`src/rtl/ipsc_pkg.sv`:
```
// ipsc_pkg: shared types and constants for the in-order pipeline stage controller
// no dependencies; used by ipsc_ctrl, ipsc_datapath, the top level and the checker
package ipsc_pkg;

	localparam int DataInW  = 96;
	localparam int UserInW  = 3;
	localparam int DataOutW = 96;

	// command codes carried on s_tuser
	localparam logic [2:0] CMD_TICK        = 3'd0;
	localparam logic [2:0] CMD_FLUSH_ALL   = 3'd1;
	localparam logic [2:0] CMD_FLUSH_FRONT = 3'd2;
	localparam logic [2:0] CMD_SET_PC      = 3'd3;
	localparam logic [2:0] CMD_LOAD_STALL  = 3'd4;

	localparam logic [15:0] NOP_WORD  = 16'h0009;
	localparam logic [31:0] ADDR_MASK = ~32'h0000_0003;

	// stage_mask bit positions
	localparam int S_IF = 0;
	localparam int S_ID = 1;
	localparam int S_EX = 2;
	localparam int S_MA = 3;
	localparam int S_WB = 4;

	typedef enum logic [0:0] {
		ST_IDLE,
		ST_RUN
	} fsm_t;

	typedef struct packed {
		logic        branch_op;
		logic        mem_op;
		logic [3:0]  lat_ma;
		logic [3:0]  lat_ex;
		logic [15:0] fetch_word;
		logic [31:0] lock_addr;
		logic        lock_is_mine;
		logic        bus_locked;
		logic        drain;
		logic [31:0] value;
	} in_item_t;

	typedef struct packed {
		logic [4:0]  stage_mask;
		logic        release_lock;
		logic [31:0] fetch_pc;
		logic        fetched;
		logic        retire;
		logic [15:0] exec_word;
		logic [31:0] exec_pc;
		logic        exec_fire;
	} out_item_t;

	// contents carried from stage to stage
	typedef struct packed {
		logic [15:0] word;
		logic [31:0] pc;
		logic [3:0]  ex_lat;
		logic [3:0]  ma_lat;
		logic        mem;
		logic        br;
	} stage_t;

	// controller to datapath
	typedef struct packed {
		logic load_in;
		logic commit;
	} ctrl_cmd_t;

endpackage

```
`src/rtl/inorder_pipeline_stage_controller_unit.sv`:
```
// inorder_pipeline_stage_controller_unit: top level of the pipeline stage controller
// depends on ipsc_pkg, ipsc_ctrl, ipsc_datapath
//
//  channel  dir  handshake           payload
//  s_*      in   s_tvalid/s_tready   tuser: cmd; tdata: operands and fetched word
//  m_*      out  m_tvalid/m_tready   tdata: step result
//
// each word is first captured into the input register; then the stage advance rules are
// evaluated and the new state and result are committed together
// a new word is taken while the previous result still waits in the output register
// if the result is still held when the commit cycle comes, the commit waits for m_tready
// reset clears all stages, countdowns, the pc and the fetch stall count
module inorder_pipeline_stage_controller_unit (
	input  logic                          clk,
	input  logic                          arst_n,
	input  logic                          s_tvalid,
	output logic                          s_tready,
	// [31:0] value, [32] drain, [33] bus_locked, [34] lock_is_mine, [66:35] lock_addr,
	// [82:67] fetch_word, [86:83] lat_ex, [90:87] lat_ma, [91] mem_op, [92] branch_op
	input  logic [ipsc_pkg::DataInW-1:0]  s_tdata,
	// [2:0] cmd
	input  logic [ipsc_pkg::UserInW-1:0]  s_tuser,
	output logic                          m_tvalid,
	input  logic                          m_tready,
	// [0] exec_fire, [32:1] exec_pc, [48:33] exec_word, [49] retire, [50] fetched,
	// [82:51] fetch_pc, [83] release_lock, [88:84] stage_mask
	output logic [ipsc_pkg::DataOutW-1:0] m_tdata
);

	ipsc_pkg::ctrl_cmd_t cmd;

	ipsc_ctrl u_ctrl (
		.clk      (clk),
		.arst_n   (arst_n),
		.s_tvalid (s_tvalid),
		.s_tready (s_tready),
		.m_tvalid (m_tvalid),
		.m_tready (m_tready),
		.cmd      (cmd)
	);

	ipsc_datapath u_datapath (
		.clk      (clk),
		.arst_n   (arst_n),
		.cmd      (cmd),
		.in_user  (s_tuser),
		.in_data  (s_tdata),
		.out_data (m_tdata)
	);

endmodule

```
`src/rtl/ipsc_ctrl.sv`:
```
// ipsc_ctrl: handshake state machine, sequences input capture and state commit
// depends on ipsc_pkg
module ipsc_ctrl (
	input  logic                 clk,
	input  logic                 arst_n,
	input  logic                 s_tvalid,
	output logic                 s_tready,
	output logic                 m_tvalid,
	input  logic                 m_tready,
	output ipsc_pkg::ctrl_cmd_t  cmd
);

	ipsc_pkg::fsm_t state_q, state_d;
	logic           out_valid_q, out_valid_d;

	always_ff @(posedge clk or negedge arst_n) begin
		if (!arst_n) begin
			state_q     <= ipsc_pkg::ST_IDLE;
			out_valid_q <= 1'b0;
		end else begin
			state_q     <= state_d;
			out_valid_q <= out_valid_d;
		end
	end

	always_comb begin
		state_d     = state_q;
		out_valid_d = out_valid_q;
		cmd         = '0;
		s_tready    = 1'b0;
		if (out_valid_q && m_tready) begin
			out_valid_d = 1'b0;
		end
		unique case (state_q)
			ipsc_pkg::ST_IDLE: begin
				s_tready = 1'b1;
				if (s_tvalid) begin
					cmd.load_in = 1'b1;
					state_d     = ipsc_pkg::ST_RUN;
				end
			end
			ipsc_pkg::ST_RUN: begin
				// commit only once the output register is free or being emptied
				if (!out_valid_q || m_tready) begin
					cmd.commit  = 1'b1;
					out_valid_d = 1'b1;
					state_d     = ipsc_pkg::ST_IDLE;
				end
			end
			default: state_d = ipsc_pkg::ST_IDLE;
		endcase
	end

	assign m_tvalid = out_valid_q;

endmodule

```
`src/rtl/ipsc_datapath.sv`:
```
// ipsc_datapath: input register, stage occupancy state, advance rules, output register
// depends on ipsc_pkg; driven by ipsc_ctrl
module ipsc_datapath (
	input  logic                          clk,
	input  logic                          arst_n,
	input  ipsc_pkg::ctrl_cmd_t           cmd,
	input  logic [ipsc_pkg::UserInW-1:0]  in_user,
	input  logic [ipsc_pkg::DataInW-1:0]  in_data,
	output logic [ipsc_pkg::DataOutW-1:0] out_data
);

	localparam int InBits  = $bits(ipsc_pkg::in_item_t);
	localparam int OutBits = $bits(ipsc_pkg::out_item_t);

	ipsc_pkg::in_item_t  item_q;
	logic [2:0]          op_q;
	ipsc_pkg::out_item_t res_q, res_d;

	ipsc_pkg::stage_t if_q, id_q, ex_q, ma_q;
	ipsc_pkg::stage_t if_d, id_d, ex_d, ma_d;
	logic [4:0]       valid_q, valid_d;
	logic [3:0]       cd_ex_q, cd_ma_q, cd_ex_d, cd_ma_d;
	logic [31:0]      pc_q, pc_d, stall_q, stall_d;

	logic rel, locked_eff, touches, retire, fire, mv_id, mv_if, fetch;
	logic [3:0] cd_ma_dec, cd_ex_dec;
	logic [31:0] stall_dec;

	always_ff @(posedge clk) begin
		if (cmd.load_in) begin
			item_q <= ipsc_pkg::in_item_t'(in_data[InBits-1:0]);
			op_q   <= in_user;
		end
		if (cmd.commit) begin
			res_q <= res_d;
		end
	end

	always_ff @(posedge clk or negedge arst_n) begin
		if (!arst_n) begin
			if_q    <= '0;
			id_q    <= '0;
			ex_q    <= '0;
			ma_q    <= '0;
			valid_q <= '0;
			cd_ex_q <= '0;
			cd_ma_q <= '0;
			pc_q    <= '0;
			stall_q <= '0;
		end else if (cmd.commit) begin
			if_q    <= if_d;
			id_q    <= id_d;
			ex_q    <= ex_d;
			ma_q    <= ma_d;
			valid_q <= valid_d;
			cd_ex_q <= cd_ex_d;
			cd_ma_q <= cd_ma_d;
			pc_q    <= pc_d;
			stall_q <= stall_d;
		end
	end

	// tick rules, evaluated in stage order from writeback back to fetch
	always_comb begin
		rel        = item_q.bus_locked && item_q.lock_is_mine && (stall_q == '0) &&
		             ((cd_ma_q == '0) || !valid_q[ipsc_pkg::S_MA]);
		locked_eff = item_q.bus_locked && !rel;

		cd_ma_dec = (valid_q[ipsc_pkg::S_MA] && cd_ma_q != '0) ? cd_ma_q - 4'd1 : cd_ma_q;
		retire    = valid_q[ipsc_pkg::S_MA] && (cd_ma_dec == '0);

		cd_ex_dec = (valid_q[ipsc_pkg::S_EX] && cd_ex_q != '0) ? cd_ex_q - 4'd1 : cd_ex_q;
		touches   = valid_q[ipsc_pkg::S_EX] &&
		            (ex_q.mem || (ex_q.br && valid_q[ipsc_pkg::S_ID] && id_q.mem));
		fire      = valid_q[ipsc_pkg::S_EX] && (cd_ex_dec == '0) &&
		            (!valid_q[ipsc_pkg::S_MA] || retire) &&
		            (!locked_eff || item_q.lock_is_mine || !touches);

		stall_dec = (stall_q != '0) ? stall_q - 32'd1 : stall_q;

		mv_id = valid_q[ipsc_pkg::S_ID] && (stall_dec == '0) &&
		        (!valid_q[ipsc_pkg::S_EX] || fire);
		mv_if = (!valid_q[ipsc_pkg::S_ID] || mv_id) && valid_q[ipsc_pkg::S_IF] &&
		        (stall_dec == '0);
		fetch = (!valid_q[ipsc_pkg::S_IF] || mv_if) &&
		        (!locked_eff || item_q.lock_is_mine ||
		         ((pc_q & ipsc_pkg::ADDR_MASK) != item_q.lock_addr));
	end

	always_comb begin
		if_d    = if_q;
		id_d    = id_q;
		ex_d    = ex_q;
		ma_d    = ma_q;
		valid_d = valid_q;
		cd_ex_d = cd_ex_q;
		cd_ma_d = cd_ma_q;
		pc_d    = pc_q;
		stall_d = stall_q;
		res_d   = '0;

		unique case (op_q)
			ipsc_pkg::CMD_FLUSH_ALL: begin
				valid_d = '0;
				cd_ex_d = '0;
				cd_ma_d = '0;
			end
			ipsc_pkg::CMD_FLUSH_FRONT: begin
				valid_d[ipsc_pkg::S_IF] = 1'b0;
				valid_d[ipsc_pkg::S_ID] = 1'b0;
			end
			ipsc_pkg::CMD_SET_PC: begin
				pc_d = item_q.value;
			end
			ipsc_pkg::CMD_LOAD_STALL: begin
				stall_d = item_q.value;
			end
			ipsc_pkg::CMD_TICK: begin
				stall_d = stall_dec;
				cd_ma_d = cd_ma_dec;
				cd_ex_d = cd_ex_dec;
				valid_d[ipsc_pkg::S_WB] = retire;
				if (retire) begin
					valid_d[ipsc_pkg::S_MA] = 1'b0;
				end
				if (fire) begin
					ma_d                    = ex_q;
					cd_ma_d                 = ex_q.ma_lat;
					valid_d[ipsc_pkg::S_MA] = 1'b1;
					valid_d[ipsc_pkg::S_EX] = 1'b0;
				end
				if (mv_id) begin
					ex_d                    = id_q;
					cd_ex_d                 = id_q.ex_lat;
					valid_d[ipsc_pkg::S_EX] = 1'b1;
					valid_d[ipsc_pkg::S_ID] = 1'b0;
				end
				if (mv_if) begin
					id_d                    = if_q;
					valid_d[ipsc_pkg::S_ID] = 1'b1;
					valid_d[ipsc_pkg::S_IF] = 1'b0;
				end
				if (fetch) begin
					if_d.word   = item_q.drain ? ipsc_pkg::NOP_WORD : item_q.fetch_word;
					if_d.pc     = pc_q;
					if_d.ex_lat = item_q.lat_ex;
					if_d.ma_lat = item_q.lat_ma;
					if_d.mem    = item_q.mem_op;
					if_d.br     = item_q.branch_op;
					valid_d[ipsc_pkg::S_IF] = 1'b1;
					if (!item_q.drain) begin
						pc_d = pc_q + 32'd2;
					end
				end
				res_d.exec_fire    = fire;
				res_d.exec_pc      = fire ? ex_q.pc : '0;
				res_d.exec_word    = fire ? ex_q.word : '0;
				res_d.retire       = retire;
				res_d.fetched      = fetch;
				res_d.release_lock = rel;
			end
			default: begin
				// unknown commands leave the state alone
			end
		endcase
		res_d.fetch_pc   = pc_d;
		res_d.stage_mask = valid_d;
	end

	assign out_data = {{(ipsc_pkg::DataOutW - OutBits){1'b0}}, res_q};

endmodule

```
`config.mk`:
```
export PLATFORM = sky130hd
export DESIGN_NAME = inorder_pipeline_stage_controller_unit
export DESIGN_NICKNAME = d
export VERILOG_FILES = /design/src/rtl/ipsc_pkg.sv /design/src/rtl/inorder_pipeline_stage_controller_unit.sv /design/src/rtl/ipsc_ctrl.sv /design/src/rtl/ipsc_datapath.sv
export SDC_FILE = /design/constraint.sdc
export NUM_CORES = 1
export LEC_CHECK = 0
export BUFFER_PORTS_ARGS = -buffer_cell sky130_fd_sc_hd__buf_2
export CAP_MARGIN = 10
export CORE_MARGIN = 10
export CORE_UTILIZATION = 59
export DETAILED_ROUTE_END_ITERATION = 8
export GPL_TIMING_DRIVEN = 0
export PLACE_DENSITY = 0.86
export SETUP_SLACK_MARGIN = 0.1
export SKIP_LAST_GASP = 1
export SYNTH_ARGS = -nofsm -noshare
export SYNTH_HDL_FRONTEND = slang
export SYNTH_SLANG_ARGS = --single-unit
export TNS_END_PERCENT = 1
```
`constraint.sdc`:
```
create_clock -name clk -period 7.5 [get_ports clk]
set_clock_uncertainty 0.05 [all_clocks]
set_input_delay 0.75 -clock clk [delete_from_list [all_inputs] [get_ports clk]]
set_output_delay 0.75 -clock clk [all_outputs]
set_load 0.01 [all_outputs]
```
==> results.ini, run 1 <==
[route]
num_vias = 14720
totalWireLength_um = 59210
dr.pass1.iters = 6
detail_route.drc_violations = 0
final_antenna_net_count = 0
first_iter_violations = 1588
avgViaCountPerCell = 6.382
wire_per_inst_um = 25.67

[setup_path]
path_max_fanout = 10
critical_path_required_ps = 7700
cp_top_family = simple AND/OR/NAND/NOR gates
crit_arrival_ps = 5860
worst_setup_path_category = flip-flop to flip-flop
timing.critical_path.cells = inv_1, ha_1, nor4b_1, nand2_1, nor3_2, o21ai_0, nor2_1, nand3_2, o21ai_2, nand3_1, clkbuf_1, o311ai_0
worst-path-buf-inv = 2
crit_cells = 12
worst_setup_path_end_kind = flip-flop
reg2regPathDepth = 12
timing.critical_path.slowest_cell_delay_ps = 780
startpoint_type_of_the_worst_setup_path = flip-flop
timing.critical_path.slowest_stage_cell = sky130_fd_sc_hd__o311ai_0

[timing]
timing_hold_violations_final = 0
holdWs_ps = 308.7
grt_setup_unrepaired = no
slew_headroom = 0.2978
setup_viol_count_final = 0
final.period_utilization = 0.7551
worst-slew-pin-transition_ps = 1053
maxClockFrequency_ghz = 0.1766
number_of_pins_exceeding_their_max_slew_limit_in_the_final_report = 0
setup-tns-final_ps = 0
layout_min_cycle_time_ps = 5663

[cells_and_area]
num-fill-cells = 2192
num_antenna_cells = 0
fin_nets = 1976
multiInputGateArea_um2 = 6519
post_route_cells_drive_above_1_share = 0.1932
ff_latch_area_um2 = 11790
flow.area_growth_from_synthesis_pct = 16.86
layout.core_utilization = 0.6988

[yosys]
synth-edff-count = 185
ys_top_cells_by_count = sky130_fd_sc_hd__dfrtp_1 (249), sky130_fd_sc_hd__nand2_1 (242), sky130_fd_sc_hd__edfxtp_1 (185)
synth-async-reset-ratio = 0.5737
postSynthRegisterBits = 434
synth_top_area_frac = 0.3293
netlist_area_before_placement_um2 = 18920
synth_area_leaders = sky130_fd_sc_hd__dfrtp_1 (33%), sky130_fd_sc_hd__edfxtp_1 (29%), sky130_fd_sc_hd__nand2_1 (4.8%)
seq_area_frac_synth = 0.6230
synthesis.area_per_instance_um2 = 11.68
synth_warnings = 0
synth.distinct_cells = 69
postSynth.topFlopCell = sky130_fd_sc_hd__dfrtp_1
post_syn_instances = 1620
synth_top_cell_by_area = sky130_fd_sc_hd__dfrtp_1
yosysMostFrequentCell = sky130_fd_sc_hd__dfrtp_1

[global_route]
busiest_layer = met2
global_route.usage.met3 = 0.05265
gr-usage-all-layers = 0.2960
grt_use_met1 = 0.3592
grtUsageMet2 = 0.4971
grt.overflow.total = 0
first_pass_grt_wire_length_um = 88530
antenna_found_initial = 0
first_global_vias = 14820
grt_start_max_net_pins = 124

[floorplan]
core_area_um2 = 31640
io-pin-count = 201
core.rowCount = 65
floorplan.die.width_um = 199.1
fp.dieH_um = 199.1
dieArea_um2 = 39630
initial_utilization = 0.5980

[power_and_ir_drop]
power_per_standard_cell_area_nw_per_um2 = 363.2
worst_ir_drop_vdd_v = 0.0002337
fin_total_pwr_mw = 8.031
p_leak_nw = 9.627

[job]
max-cap-violations = 0

[placed_design]
place_congestion = 0.9764
io_buf_count = 190
estimated_wirelength_of_the_detail_placed_design_um = 41300

[clocking]
number_of_gates_given_a_new_drive_strength_after_cts = 0
tritoncts_clock_tree = done
root_buffer = sky130_fd_sc_hd__clkbuf_16
cts_buffers = 45
worst_setup_hold_path_clk_slew_ps = 60
clock_latency_ps = 560
post_cts.repair.setup_buffers = 0
cts_num_sinks = 434
cts-root-to-sink-buffers = 3
htree_levels = 2
ctsHoldBuffers = 1

[hold_path]
worst_hold_path.num_cells = 1
min-delay-path-class = input port to flip-flop

[run_status]
status = completed

-- flip-flops by register name, summed over array words and instances (netlist names) --
name and cells:
u_datapath.valid_q 5, u_datapath.item_q 93, u_datapath.ex_q 54, u_datapath.pc_q 32, u_datapath.op_q 3, u_datapath.cd_ex_q 4
u_datapath.stall_q 32, u_ctrl.state_q 1, u_ctrl.m_tvalid 1, u_datapath.cd_ma_q 4, u_datapath.id_q 58, u_datapath.if_q 58
u_datapath.out_data 89
-- report_power, final --
| group | internal (mW) | leakage, nW | switching, mW |
|---|---|---|---|
| sequential | 3.14 | 4.96 | 0.393 |
| combinational | 0.670 | 3.90 | 1.48 |
| clock | 1.39 | 0.766 | 0.950 |
| total | 5.21 | 9.63 | 2.82 |
-- layout by cell type, fill, tap and decap left out, types with 51 or more instances in the layout --
cell type / netlist / final
sky130_fd_sc_hd__nor2_1: 68 / 68
sky130_fd_sc_hd__dfrtp_1: 249 / 249
sky130_fd_sc_hd__o21ai_0: 68 / 68
sky130_fd_sc_hd__edfxtp_1: 185 / 185
sky130_fd_sc_hd__mux2_2: 64 / 64
sky130_fd_sc_hd__a21oi_1: 54 / 54
sky130_fd_sc_hd__buf_2: 11 / 200
sky130_fd_sc_hd__and3_1: 55 / 55
sky130_fd_sc_hd__clkbuf_1: 96 / 105
sky130_fd_sc_hd__nand3_1: 51 / 51
sky130_fd_sc_hd__nand2_1: 242 / 242
-- logic make-up (layout without fill, tap and decap cells) --
kind of cell | Yosys count | count (layout) | synth area share
other | 1 | 7 | 0.0001982
AND/OR/NAND/NOR | 576 | 576 | 0.1508
buffers and inverters | 161 | 440 | 0.03406
flip-flops | 434 | 434 | 0.6230
adder cells (fa/ha/maj) | 4 | 4 | 0.002645
AO/OA/AOI/OAI | 294 | 294 | 0.1047
multiplexers | 116 | 116 | 0.06891
XOR/XNOR | 34 | 34 | 0.01574
-- metal layers --
metal / share of wire / up-vias
met5: 0 / -
met4: 0.054 / 0
met3: 0.077 / 190
li1: - / 6431
met2: 0.49 / 816
met1: 0.38 / 7286
-- worst reg2reg max path, delay by kind of cell (launching register included) --
| family | cells | cell delay, ps |
|---|---|---|
| buffers and inverters | 2 | 460 |
| flip-flops | 1 | 470 |
| AND/OR/NAND/NOR | 6 | 2380 |
| adder cells (fa/ha/maj) | 1 | 330 |
| AO/OA/AOI/OAI | 3 | 1660 |
-- worst paths after layout --
check	slack (ps)	from	endpoint
max in group asynchronous	5410	arst_n	u_datapath.if_q[33]
min in group asynchronous	600	arst_n	u_datapath.stall_q[11]
hold reg to reg	410	u_datapath.item_q[90]	u_datapath.if_q[5]
setup / recovery	1840	u_datapath.stall_q[0]	u_datapath.out_data[70]
hold / removal	310	s_tdata[18]	u_datapath.item_q[18]
setup reg to reg	1840	u_datapath.stall_q[0]	u_datapath.out_data[70]
-- layout make-up --
type / count / share of cell area
multi-input combinational: 1031 / 0.2948
tap: 402 / 0.02275
buffer: 123 / 0.02286
sequential: 434 / 0.5331
inverter: 38 / 0.006452
clock buffer: 64 / 0.05874
clock inverter: 19 / 0.01211
timing repair buffer: 196 / 0.04912
-- through the flow --
| stage | std cells | area [um^2] | setup WS (ps) |
|---|---|---|---|
| after CTS | 2307 | 22110 | 2000 |
| after detailed placement | 2223 | 20530 | 2030 |
| after floorplan | 1626 | 18940 | 1956 |
| final | 2307 | 22110 | 1837 |
| after global placement | 2218 | 20400 | 28.67 |
| after global routing | 2307 | 22110 | 1708 |
Power figures use the tool's default switching activity.
==> run 2, diff against run 1 <==
--- a/config.mk
+++ b/config.mk
@@ -5,13 +5,14 @@
 export SDC_FILE = /design/constraint.sdc
 export NUM_CORES = 1
 export LEC_CHECK = 0
+export ABC_AREA = 1
 export BUFFER_PORTS_ARGS = -buffer_cell sky130_fd_sc_hd__buf_2
 export CAP_MARGIN = 10
 export CORE_MARGIN = 10
-export CORE_UTILIZATION = 59
+export CORE_UTILIZATION = 54
 export DETAILED_ROUTE_END_ITERATION = 8
 export GPL_TIMING_DRIVEN = 0
-export PLACE_DENSITY = 0.86
+export PLACE_DENSITY = 0.83
 export SETUP_SLACK_MARGIN = 0.1
 export SKIP_LAST_GASP = 1
 export SYNTH_ARGS = -nofsm -noshare
==> constraint.sdc (replaced) <==
create_clock -name clk -period 4.6 [get_ports clk]
set_clock_uncertainty 0.05 [all_clocks]
set_input_delay 0.46 -clock clk [delete_from_list [all_inputs] [get_ports clk]]
set_output_delay 0.46 -clock clk [all_outputs]
set_load 0.01 [all_outputs]
==> run 2 against run 1 <==
The flow now finishes with violations (design-rule violations). Worst hold slack worse by 300 ps. Synthesized cell count grew 33%. Clock power grew 57%. Final cell count grew 30%. Synthesized area rose by 4.8%. Power is 70% higher. Setup slack worse by 1200 ps. Non-clock buffer count rose by 73.
==> results.ini, run 2 <==
[setup_path]
worst-path-buf-inv = 6  ; was 2
crit_arrival_ps = 4180  ; was 5860 ps
worst_setup_path_category = flip-flop to flip-flop  ; unchanged
critical_path_required_ps = 4860  ; was 7700 ps
worst_setup_path_end_kind = flip-flop  ; unchanged
timing.critical_path.slowest_stage_cell = sky130_fd_sc_hd__dfrtp_1  ; was sky130_fd_sc_hd__o311ai_0
path_max_fanout = 10  ; unchanged
cp_top_family = simple AND/OR/NAND/NOR gates  ; unchanged
cp_common_cell = sky130_fd_sc_hd__nand2_2
timing.critical_path.cells = inv_1, ha_1, buf_2, nand2_2, nor2_4, nand2_2, nor2_4, inv_2, buf_6, o21ai_1, nand2_1, nor2_1, nand3_1, nor2_1, o211ai_2, nand2_2, buf_2, inv_1, o21ai_0, nand2_1  ; was inv_1, ha_1, nor4b_1, nand2_1, nor3_2, o21ai_0, nor2_1, nand3_2, o21ai_2, nand3_1, clkbuf_1, o311ai_0
startpoint_type_of_the_worst_setup_path = flip-flop  ; unchanged
timing.critical_path.slowest_cell_delay_ps = 380  ; was 780 ps

[global_route]
first_pass_grt_wire_length_um = 95390  ; was 88530 um
antenna_found_initial = 0  ; unchanged
grt_start_max_net_pins = 97  ; was 124
first_global_vias = 16740  ; was 14820
gr-usage-all-layers = 0.2747  ; was 0.2960
grt.overflow.total = 0  ; unchanged

[yosys]
synth_warnings = 0  ; unchanged
synthesis.area_per_instance_um2 = 9.170  ; was 11.68 um^2
synth_top_area_frac = 0.3143  ; was 0.3293
post_syn_instances = 2162  ; was 1620
synth-edff-count = 185  ; unchanged
postSynth.topFlopCell = sky130_fd_sc_hd__dfrtp_1  ; unchanged
ys_top_cells_by_count = sky130_fd_sc_hd__nand2_1 (517), sky130_fd_sc_hd__dfrtp_1 (249), sky130_fd_sc_hd__inv_1 (249)  ; was sky130_fd_sc_hd__dfrtp_1 (249), sky130_fd_sc_hd__nand2_1 (242), sky130_fd_sc_hd__edfxtp_1 (185)
postSynthRegisterBits = 434  ; unchanged
synth_top_cell_by_area = sky130_fd_sc_hd__dfrtp_1  ; unchanged
seq_area_frac_synth = 0.5945  ; was 0.6230
netlist_area_before_placement_um2 = 19830  ; was 18920 um^2
synth-async-reset-ratio = 0.5737  ; unchanged
yosysMostFrequentCell = sky130_fd_sc_hd__nand2_1  ; was sky130_fd_sc_hd__dfrtp_1
synth.distinct_cells = 44  ; was 69
synth_area_leaders = sky130_fd_sc_hd__dfrtp_1 (31%), sky130_fd_sc_hd__edfxtp_1 (28%), sky130_fd_sc_hd__nand2_1 (9.8%)  ; was sky130_fd_sc_hd__dfrtp_1 (33%), sky130_fd_sc_hd__edfxtp_1 (29%), sky130_fd_sc_hd__nand2_1 (4.8%)

[placed_design]
place_congestion = 0.9767  ; was 0.9764
estimated_wirelength_of_the_detail_placed_design_um = 43110  ; was 41300 um
placed_area_um2 = 21550  ; was 20530 um^2
io_buf_count = 190  ; unchanged

[route]
final_antenna_net_count = 0  ; unchanged
num_vias = 16670  ; was 14720
avgViaCountPerCell = 5.567  ; was 6.382
detail_route.drc_violations = 2  ; was 0
totalWireLength_um = 61050  ; was 59210 um
wire_per_inst_um = 20.39  ; was 25.67 um
first_iter_violations = 1565  ; was 1588
dr.pass1.iters = 9  ; was 6

[cells_and_area]
post_route_cells_drive_above_1_share = 0.1386  ; was 0.1932
regMostFlops = u_datapath.item_q  ; unchanged
flow.area_growth_from_synthesis_pct = 20.15  ; was 16.86%
num_antenna_cells = 0  ; unchanged
final_common_cell = sky130_fd_sc_hd__nand2_1  ; was sky130_fd_sc_hd__dfrtp_1
largest_register_ffs = 93  ; unchanged
finalInstanceArea_um2 = 23820  ; was 22110 um^2
fin_nets = 2596  ; was 1976
mostFrequentLayoutCells = sky130_fd_sc_hd__nand2_1 (517), sky130_fd_sc_hd__inv_1 (249), sky130_fd_sc_hd__dfrtp_1 (249)  ; was sky130_fd_sc_hd__dfrtp_1 (249), sky130_fd_sc_hd__nand2_1 (242), sky130_fd_sc_hd__buf_2 (200)
layout.core_utilization = 0.6538  ; was 0.6988

[timing]
slew_headroom = 0.5143  ; was 0.2978
grt_setup_unrepaired = no  ; unchanged
timing_hold_violations_final = 0  ; unchanged
maxClockFrequency_ghz = 0.2547  ; was 0.1766 GHz
worst-slew-pin-transition_ps = 728.5  ; was 1053 ps
number_of_pins_exceeding_their_max_slew_limit_in_the_final_report = 0  ; unchanged
setup_viol_count_final = 0  ; unchanged
layout_min_cycle_time_ps = 3926  ; was 5663 ps
holdWs_ps = 12.00  ; was 308.7 ps
final.period_utilization = 0.8534  ; was 0.7551

[run_status]
violations = design-rule violations
status = finished, violations left  ; was completed

[power_and_ir_drop]
p_leak_nw = 11.00  ; was 9.627 nW
worst_ir_drop_vdd_v = 0.0003631  ; was 0.0002337 V
power_per_standard_cell_area_nw_per_um2 = 572.1  ; was 363.2 nW/um^2
fin_total_pwr_mw = 13.63  ; was 8.031 mW

[clocking]
cts-root-to-sink-buffers = 3  ; unchanged
htree_levels = 2  ; unchanged
number_of_gates_given_a_new_drive_strength_after_cts = 0  ; unchanged
tritoncts_clock_tree = done  ; unchanged
cts_buffers = 45  ; unchanged
cts_num_sinks = 434  ; unchanged
clock_latency_ps = 590  ; was 560 ps
ctsHoldBuffers = 73  ; was 1
post_cts.repair.setup_buffers = 0  ; unchanged
root_buffer = sky130_fd_sc_hd__clkbuf_16  ; unchanged
worst_setup_hold_path_clk_slew_ps = 60  ; about the same

[floorplan]
floorplan.die.width_um = 211.6  ; was 199.1 um
initial_utilization = 0.5441  ; was 0.5980
core_area_um2 = 36430  ; was 31640 um^2
io-pin-count = 201  ; unchanged
dieArea_um2 = 44780  ; was 39630 um^2
fp.dieH_um = 211.6  ; was 199.1 um
core.rowCount = 70  ; was 65

[job]
max-cap-violations = 0  ; unchanged

[hold_path]
min-delay-path-class = input port to flip-flop  ; unchanged

run 2: final cells by class:
cell class / count / area, um^2
Inverter: 252 / 945.9
Multi-Input combinational cell: 1364 / 6481
Buffer: 118 / 645.6
Fill cell: 2838 / 12610
Tap cell: 468 / 585.6
Clock inverter: 15 / 162.7
Timing Repair Buffer: 274 / 1884
Clock buffer: 69 / 1329
Sequential cell: 434 / 11790
run 2: power breakdown:
part	leakage (nW)	total [mW]	switching [mW]	internal, mW
clock	0.721	3.67	1.55	2.12
combinational	5.51	4.14	2.83	1.31
sequential	4.77	5.81	0.598	5.22
total	11.0	13.6	4.98	8.65
run 2: per-layer routing:
layer,track usage,vias up,part of all wire
met5,0,-,0
met4,0.1056,0,0.035
met3,0.04688,127,0.077
met2,0.4514,756,0.48
met1,0.3580,8106,0.41
li1,-,7678,-
run 2: kinds of logic after synthesis:
| group | after synthesis | share of synthesized area |
|---|---|---|
| buffers and inverters | 370 | 0.08009 |
| XOR/XNOR | 61 | 0.02695 |
| other | 1 | 0.0001892 |
| AO/OA/AOI/OAI | 383 | 0.1022 |
| flip-flops | 434 | 0.5945 |
| adder cells (fa/ha/maj) | 4 | 0.002525 |
| AND/OR/NAND/NOR | 903 | 0.1902 |
| multiplexers | 6 | 0.003408 |
run 2: path summary, 6_finish.rpt:
| kind | cells after the start | slack (ps) | startpoint | to |
|---|---|---|---|---|
| min reg2reg | 1 | 440 | u_datapath.ex_q[5] | u_datapath.ex_q[5] |
| max reg2reg | 20 | 670 | u_datapath.stall_q[0] | u_datapath.out_data[84] |
| min | 1 | 10 | s_tdata[48] | u_datapath.item_q[48] |
| max | 20 | 670 | u_datapath.stall_q[0] | u_datapath.out_data[84] |
| max in group asynchronous | 3 | 3270 | arst_n | u_datapath.id_q[51] |
| min in group asynchronous | 2 | 350 | arst_n | u_datapath.stall_q[17] |
run 2: stage by stage:
stage                     setup slack (ps)  instances  TNS [ps]
after floorplan                      550.7       2168         0
final                                674.2       2994         0
after global placement               -1429       2826   -479130
after detailed placement             787.6       2832         0
after CTS                            793.2       2989         0
after global routing                 465.1       2994         0
